`config.mk`:
```
export PLATFORM = sky130hd
export DESIGN_NAME = gspc_mac
export DESIGN_NICKNAME = d
export VERILOG_FILES = /design/src/design/gspc_pkg.sv /design/src/design/gspc_mac.sv
export SDC_FILE = /design/constraint.sdc
export NUM_CORES = 2
export LEC_CHECK = 0
export BUFFER_PORTS_ARGS = -buffer_cell sky130_fd_sc_hd__buf_2
export CAP_MARGIN = 25
export CELL_PAD_IN_SITES_DETAIL_PLACEMENT = 1
export CELL_PAD_IN_SITES_GLOBAL_PLACEMENT = 2
export CORE_UTILIZATION = 35
export DETAILED_ROUTE_END_ITERATION = 8
export PLACE_DENSITY_LB_ADDON = 0.1
export SYNTH_ARGS = -nofsm -noshare
export SYNTH_HDL_FRONTEND = slang
export SYNTH_SLANG_ARGS = --single-unit
```
`constraint.sdc`:
```
create_clock -name clock -period 12 [get_ports clock]
set_input_delay 2.4 -clock clock [delete_from_list [all_inputs] [get_ports clock]]
set_output_delay 2.4 -clock clock [all_outputs]
set_load 0.05 [all_outputs]
```
`src/design/gspc_pkg.sv`:
```
// ----------------------------------------------------------------------------
// gspc_pkg
// Shared types, sizes and codes of the gain scheduled proportional controller.
// ----------------------------------------------------------------------------
package gspc_pkg;

   localparam int TABLE_DEPTH = 256;
   localparam int JOINTS      = 6;
   localparam int DATA_W      = 32;
   localparam int SEL_W       = 8;
   localparam int ADDR_W      = (TABLE_DEPTH > 1) ? $clog2(TABLE_DEPTH) : 1;
   localparam int COUNT_W     = $clog2(TABLE_DEPTH + 1);
   localparam int JOINT_W     = (JOINTS > 1) ? $clog2(JOINTS) : 1;
   localparam int JCOUNT_W    = $clog2(JOINTS + 1);
   localparam int ERR_W       = DATA_W + 1;
   localparam int PROD_W      = DATA_W + ERR_W;
   localparam int FRAC_W      = 16;
   localparam int CSR_INDEX_W = 1;

   localparam logic [CSR_INDEX_W-1:0] CSR_SETPOINT = 1'b0;
   localparam logic [CSR_INDEX_W-1:0] CSR_GAIN_CAP = 1'b1;

   localparam logic CMD_LOAD    = 1'b0;
   localparam logic CMD_CONTROL = 1'b1;

   localparam logic signed [DATA_W-1:0] SETPOINT_RESET = 32'sd13107;
   localparam logic signed [DATA_W-1:0] GAIN_CAP_RESET = 32'sd655360;

   typedef logic signed [DATA_W-1:0] word_type;
   typedef word_type [JOINTS-1:0] joint_vec_type;

   typedef struct packed {
      logic     command;
      word_type latency_us;
      logic     feedback_valid;
      word_type value_0;
      word_type value_1;
      word_type value_2;
      word_type value_3;
      word_type value_4;
      word_type value_5;
   } req_type;

   typedef struct packed {
      word_type             drive_0;
      word_type             drive_1;
      word_type             drive_2;
      word_type             drive_3;
      word_type             drive_4;
      word_type             drive_5;
      logic [SEL_W-1:0]     selected_index;
      logic                 load_rejected;
      logic                 drive_saturated;
   } rsp_type;

   typedef struct packed {
      logic               valid;
      logic [JOINT_W-1:0] joint;
   } mac_tag_type;

   typedef struct packed {
      logic               valid;
      logic [JOINT_W-1:0] joint;
      word_type           value;
      logic               saturated;
   } mac_result_type;

   function automatic joint_vec_type req_values(input req_type r);
      joint_vec_type v;
      v[0] = r.value_0;
      v[1] = r.value_1;
      v[2] = r.value_2;
      v[3] = r.value_3;
      v[4] = r.value_4;
      v[5] = r.value_5;
      return v;
   endfunction

   function automatic rsp_type pack_rsp(input joint_vec_type d,
                                        input logic [SEL_W-1:0] sel,
                                        input logic rej,
                                        input logic sat);
      rsp_type r;
      r.drive_0         = d[0];
      r.drive_1         = d[1];
      r.drive_2         = d[2];
      r.drive_3         = d[3];
      r.drive_4         = d[4];
      r.drive_5         = d[5];
      r.selected_index  = sel;
      r.load_rejected   = rej;
      r.drive_saturated = sat;
      return r;
   endfunction

endpackage

```
`src/design/gspc_mac.sv`:
```
// ----------------------------------------------------------------------------
// gspc_mac
// Two-stage drive unit: cap the gain, multiply by the error, floor and clip.
// ----------------------------------------------------------------------------
module gspc_mac import gspc_pkg::*; (
   input  logic           clock,
   input  logic           reset,
   input  mac_tag_type    op,
   input  word_type       gain,
   input  word_type       gain_cap,
   input  word_type       setpoint,
   input  word_type       position,
   output mac_result_type result
);

   localparam int SHIFT_W = PROD_W - FRAC_W;

   word_type                    gain_capped;
   logic signed [ERR_W-1:0]     err;
   logic signed [PROD_W-1:0]    prod_in;
   logic signed [PROD_W-1:0]    prod_ff;
   mac_tag_type                 tag_ff;
   logic [SHIFT_W-1:0]          shifted;
   logic [SHIFT_W-DATA_W:0]     high_bits;
   logic                        clip;
   mac_result_type              result_in;
   mac_result_type              result_ff;

   always_comb begin
      gain_capped = (gain > gain_cap) ? gain_cap : gain;
      err         = ERR_W'(setpoint) - ERR_W'(position);
      prod_in     = gain_capped * err;
   end

   // floor shift, then clip when the upper bits are not a sign extension
   always_comb begin
      shifted   = prod_ff[PROD_W-1:FRAC_W];
      high_bits = shifted[SHIFT_W-1:DATA_W-1];
      clip      = !((&high_bits) || !(|high_bits));
      result_in.valid     = tag_ff.valid;
      result_in.joint     = tag_ff.joint;
      result_in.saturated = clip;
      if (!clip) begin
         result_in.value = shifted[DATA_W-1:0];
      end else if (shifted[SHIFT_W-1]) begin
         result_in.value = {1'b1, {(DATA_W-1){1'b0}}};
      end else begin
         result_in.value = {1'b0, {(DATA_W-1){1'b1}}};
      end
   end

   always_ff @(posedge clock) begin
      prod_ff <= prod_in;
      if (reset) begin
         tag_ff          <= '0;
         result_ff.valid <= 1'b0;
      end else begin
         tag_ff          <= op;
         result_ff.valid <= result_in.valid;
      end
      result_ff.joint     <= result_in.joint;
      result_ff.value     <= result_in.value;
      result_ff.saturated <= result_in.saturated;
   end

   assign result = result_ff;

endmodule

```
== Yosys cells after proc, flatten, opt, wreduce, memory -nomap -nowiden ==
Cells that the tools add are included.

* Multipliers: 1
* Reductions and logical operators: 5
* Add/sub/neg operators: 1
* Muxes and demuxes: 3
* $lt $le $gt $ge: 1

{| class="wikitable"
|+ Operator list
! cell !! count
|-
| two-way mux 32 bit || 3
|-
| multiplier 32 x 33 -> 65 bit || 1
|-
| subtractor 32 x 32 -> 33 bit || 1
|-
| > comparator 32 bit || 1
|-
| AND reduction 18 bit || 1
|-
| OR reduction 18 bit || 1
|-
| logical NOT 1 bit || 2
|-
| logical OR 1 bit || 1
|}

* Register bits after elaboration: 106
* Bits of input ports: 134

== Longest topological paths before layout ==
* Word-level depth: 4
* Mapped depth: 46

== Worst setup path before layout ==
No wires, ideal clock.

* Path kind: in2reg
* Start: input setpoint[0]
* End: register prod_ff[62]
* Setup time: 72 ps
* Path buffers: 1
* Path slack: -93 ps
* Stages: 42
* Arrival: 12021 ps
* Path through: inv_1 -> ha_1 -> inv_1 -> fa_1 -> a21o_1 -> a21oi_2 -> o21a_1 -> o21ai_1 -> a21oi_2 -> o31a_1 -> o21ai_1 -> o211ai_1 -> a21boi_2 -> o21ai_1 -> a21bo_2 -> a31o_2 -> buf_2 -> and2_1 -> (+6 left out) -> inv_1 -> fa_1 -> inv_1 -> fa_1 -> inv_1 -> fa_1 -> ha_1 -> a21oi_1 -> nor2b_1 -> o21ai_0 -> nand2b_1 -> a21o_1 -> a21oi_1 -> o21ai_0 -> a21o_1 -> a21o_1 -> a31oi_4 -> xnor2_1

* Word-level cells in the longest chain between the ends: 2

{| class="wikitable"
|+ RTL lines
! what !! line !! source
|-
| start: declaration || gspc_mac.sv:11 || <nowiki>input word_type setpoint,</nowiki>
|-
| subtractor 32 x 32 -> 33 bit || gspc_mac.sv:31 || <nowiki>err = ERR_W'(setpoint) - ERR_W'(position);</nowiki>
|-
| multiplier 32 x 33 -> 65 bit || gspc_mac.sv:32 || <nowiki>prod_in = gain_capped * err;</nowiki>
|-
| via prod_in[62] || gspc_mac.sv:20 || <nowiki>logic signed [PROD_W-1:0] prod_in;</nowiki>
|-
| end signal: assignment || gspc_mac.sv:53 || <nowiki>prod_ff <= prod_in;</nowiki>
|-
| end: declaration || gspc_mac.sv:21 || <nowiki>logic signed [PROD_W-1:0] prod_ff;</nowiki>
|}

The timed path passes the listed nets, and every way through them passes these cells.
A chain may end at the register's enable or synchronous reset.

== Worst setup path in the final report ==
* Start: input setpoint[0]
* End: register prod_ff[58]

Same word-level chain as after synthesis.

==> out/qor.yml <==
initial_utilization_pct: 35.4
track_usage_pct: 27.8
cp_slowest_cell: "fa_2"
cts_tree: "yes"
grt_overflow: 0
dp_hpwl_um: 145000
clock.fmax_mhz: 83.9
fin_util_pct: 44.3
synth-async-reset-ratio_pct: 0
die_w_um: 346
cts.hold.buffers_added: 0
port_buffers: 170
worst_pin_slew_ns: 1.08
timing.final.crit_share_pct: 99.3
status: "finished clean"
synth.area.mux_share_pct: 0.0727
use_met2_pct: 53.1
met1_usage_pct: 32.1
layout_commonest_cell: "fa_1"
slew_headroom_pct: 27.1
cp.buffers_inverters: 10
rr_startpoint: "prod_ff[55]$_DFF_P_"
clockRootBuffer: "clkbuf_16"
synthXorXnorAreaFrac_pct: 2.46
yosys.area_share.simple_pct: 13.5
cp-end-kind: "flip-flop"
dpl-instance-area_sq_um: 49600
fin_area_sq_um: 51600
holdCritStartpoint: "result_in[34]$_SDFF_PP0_"
final-hold-violation-count: 0
die_h_um: 346
cp_slowest_stage_delay_ns: 0.60
start_kind: "input port"
min_path_type: "reg -> reg"
grt-busiest-layer: "met2"
synth_fa_ha_area_share_pct: 61.3
hold_depth: 0
synth_top_family_by_area: "adder cells"
drt_first_iter_violations: 1447
final_nets: 6854
synth-edff-count: 0
drc_errors: 0
grt_max_degree: 44
crit_family: "adder cells"
reg2regPathDepth: 8
dominantRegCellSynth: "dfxtp_1"
rsz0062_at_grt: "true"
setup_viol_count_final: 0
worstPathRequired_ns: 12.24
grt_pass1_wl_um: 245000
timing.rr.end: "result[3]$_DFF_P_"
place.gp.congestion: 0.917
finalSetupTns_ns: 0
antenna_found_initial: 3
syn-num-nets: 6091
critPathMaxFanout: 14
fp-row-count: 125
synth_cell_type_count: 72
skew_ns: 0.00427
avgViaCountPerCell: 4.88
grt_use_met3_pct: 1.65
syn-mean-instance-area_sq_um: 8.98
drt-pass1-iter-count: 5
ys_seq_area_share_pct: 4.36
cpMostUsedCell: "fa_1"
ys_ff_latch: 90
drv_slew: 0
coreArea_sq_um: 117000
synth_area_sq_um: 41300
clock_sinks: 90
r2r_setup_slack_ns: 9.71
period_minus_slack_ns: 11.92
worstSkewPairLatency_ns: 0.34
holdWs_ns: 0.327
hold_path_end: "result[34]$_DFF_P_"
numCtsBuffers: 9
ctsLongestPathBuffers: 2
htree_levels: 3
area_growth_pct: 24.9
crit_type: "in -> reg"
drive_above_1_share_pct: 23.7
crit_arrival_ns: 12.16
clk_pin_slew_ns: 0.06
drtAntennaViolNets: 0
grt_pass1_vias: 39200
mostFrequentLayoutCells: "fa_1 (1,060), inv_1 (1,050), buf_4 (698)"
io_pins: 171
drt_wl_total_um: 160000
wl_per_cell_um: 23.3
netlist_instances: 4599
synth_compound_area_share_pct: 6.62
vias: 33600
maxCapViolCount: 0
die_area_sq_um: 119000
yosysWarnings: 0
-- routing by layer --
layer | wire (um) | vias to the layer above
met1 | 62400 | 17800
met3 | 3660 | 241
met2 | 85900 | 563
met4 | 8410 | 4
met5 | 29 | -
li1 | - | 15000
-- metrics by stage --
stage                     std cells  worst slack [ns]
final                          6893            0.0808
after floorplan                4599            0.0485
after global placement         6829            -0.804
after detailed placement       6830            -0.853
after CTS                      6854          0.000926
after global routing           6891            -0.309
-- state kept, by name, indices dropped and copies added (netlist names) --
name,cells
prod_ff,49
result_in,4
result,37
-- layout make-up --
type / count / area (sq um)
Clock buffer: 12 / 236
Antenna cell: 2 / 5.00
Tap cell: 1524 / 1910
Inverter: 1080 / 4060
Clock inverter: 4 / 52.6
Fill cell: 13500 / 64900
Sequential cell: 90 / 1800
Timing Repair Buffer: 948 / 7450
Multi-Input combinational cell: 3233 / 36100
-- Yosys cell counts (all sizes together) (18+ instances only) --
cell type | instances | share of area, %
fa | 1112 | 54
inv | 1080 | 9.8
nor2 | 580 | 5.3
nand2 | 573 | 5.2
ha | 246 | 7.5
clkbuf | 166 | 1.5
a21oi | 119 | 1.5
a21o | 97 | 1.8
dfxtp | 90 | 4.4
o21ai | 81 | 1.0
xnor2 | 74 | 1.6
xor2 | 37 | 0.84
nor2b | 34 | 0.51
buf | 31 | 0.35
o21a | 27 | 0.49
o21bai | 26 | 0.48
nand4 | 25 | 0.39
and2 | 20 | 0.30
nand2b | 20 | 0.30
and3 | 18 | 0.27
nand3 | 18 | 0.22
-- repair_timing --
action	4_1_cts	5_1_grt
buffers inserted	8	38
pin swaps	51	198
gates resized for setup	68	245
setup endpoints to repair	26	29
cloned	0	2
-- how the worst max path moves through the flow --
stage	endpoint	startpoint	cells past startpoint	slack, ns
floorplan	prod_ff[62]$_DFF_P_	setpoint[0]	42	0.05
global placement	prod_ff[64]$_DFF_P_	setpoint[0]	46	-0.80
detailed placement	prod_ff[61]$_DFF_P_	setpoint[0]	47	-0.85
CTS	prod_ff[58]$_DFF_P_	setpoint[0]	45	0.0009
global route	prod_ff[58]$_DFF_P_	setpoint[0]	48	-0.31
finish	prod_ff[58]$_DFF_P_	setpoint[0]	42	0.08
-- kinds of logic (layout without fill, tap and decap cells) --
logic type	Yosys count	count (layout)
muxes	3	3
DFF	90	90
buffers and inverters	1277	2044
and+or+nand+nor	1348	1349
AOI/OAI and AO/OA	412	412
other	0	2
xor gates and xnor gates	111	111
adders and majority gates	1358	1358
-- worst reg2reg max path, stage by stage (launching register included) --
cell and delay (ns):
dfxtp_1 0.31, nor4_1 0.36, nand4_1 0.13, or4_1 0.43
o21ai_2 0.12, buf_4 0.33, nor2_2 0.05, buf_4 0.23
a21o_1 0.22
Power is not shown: default switching activity piles up to over one toggle a cycle in this logic, so the estimate is an artifact.
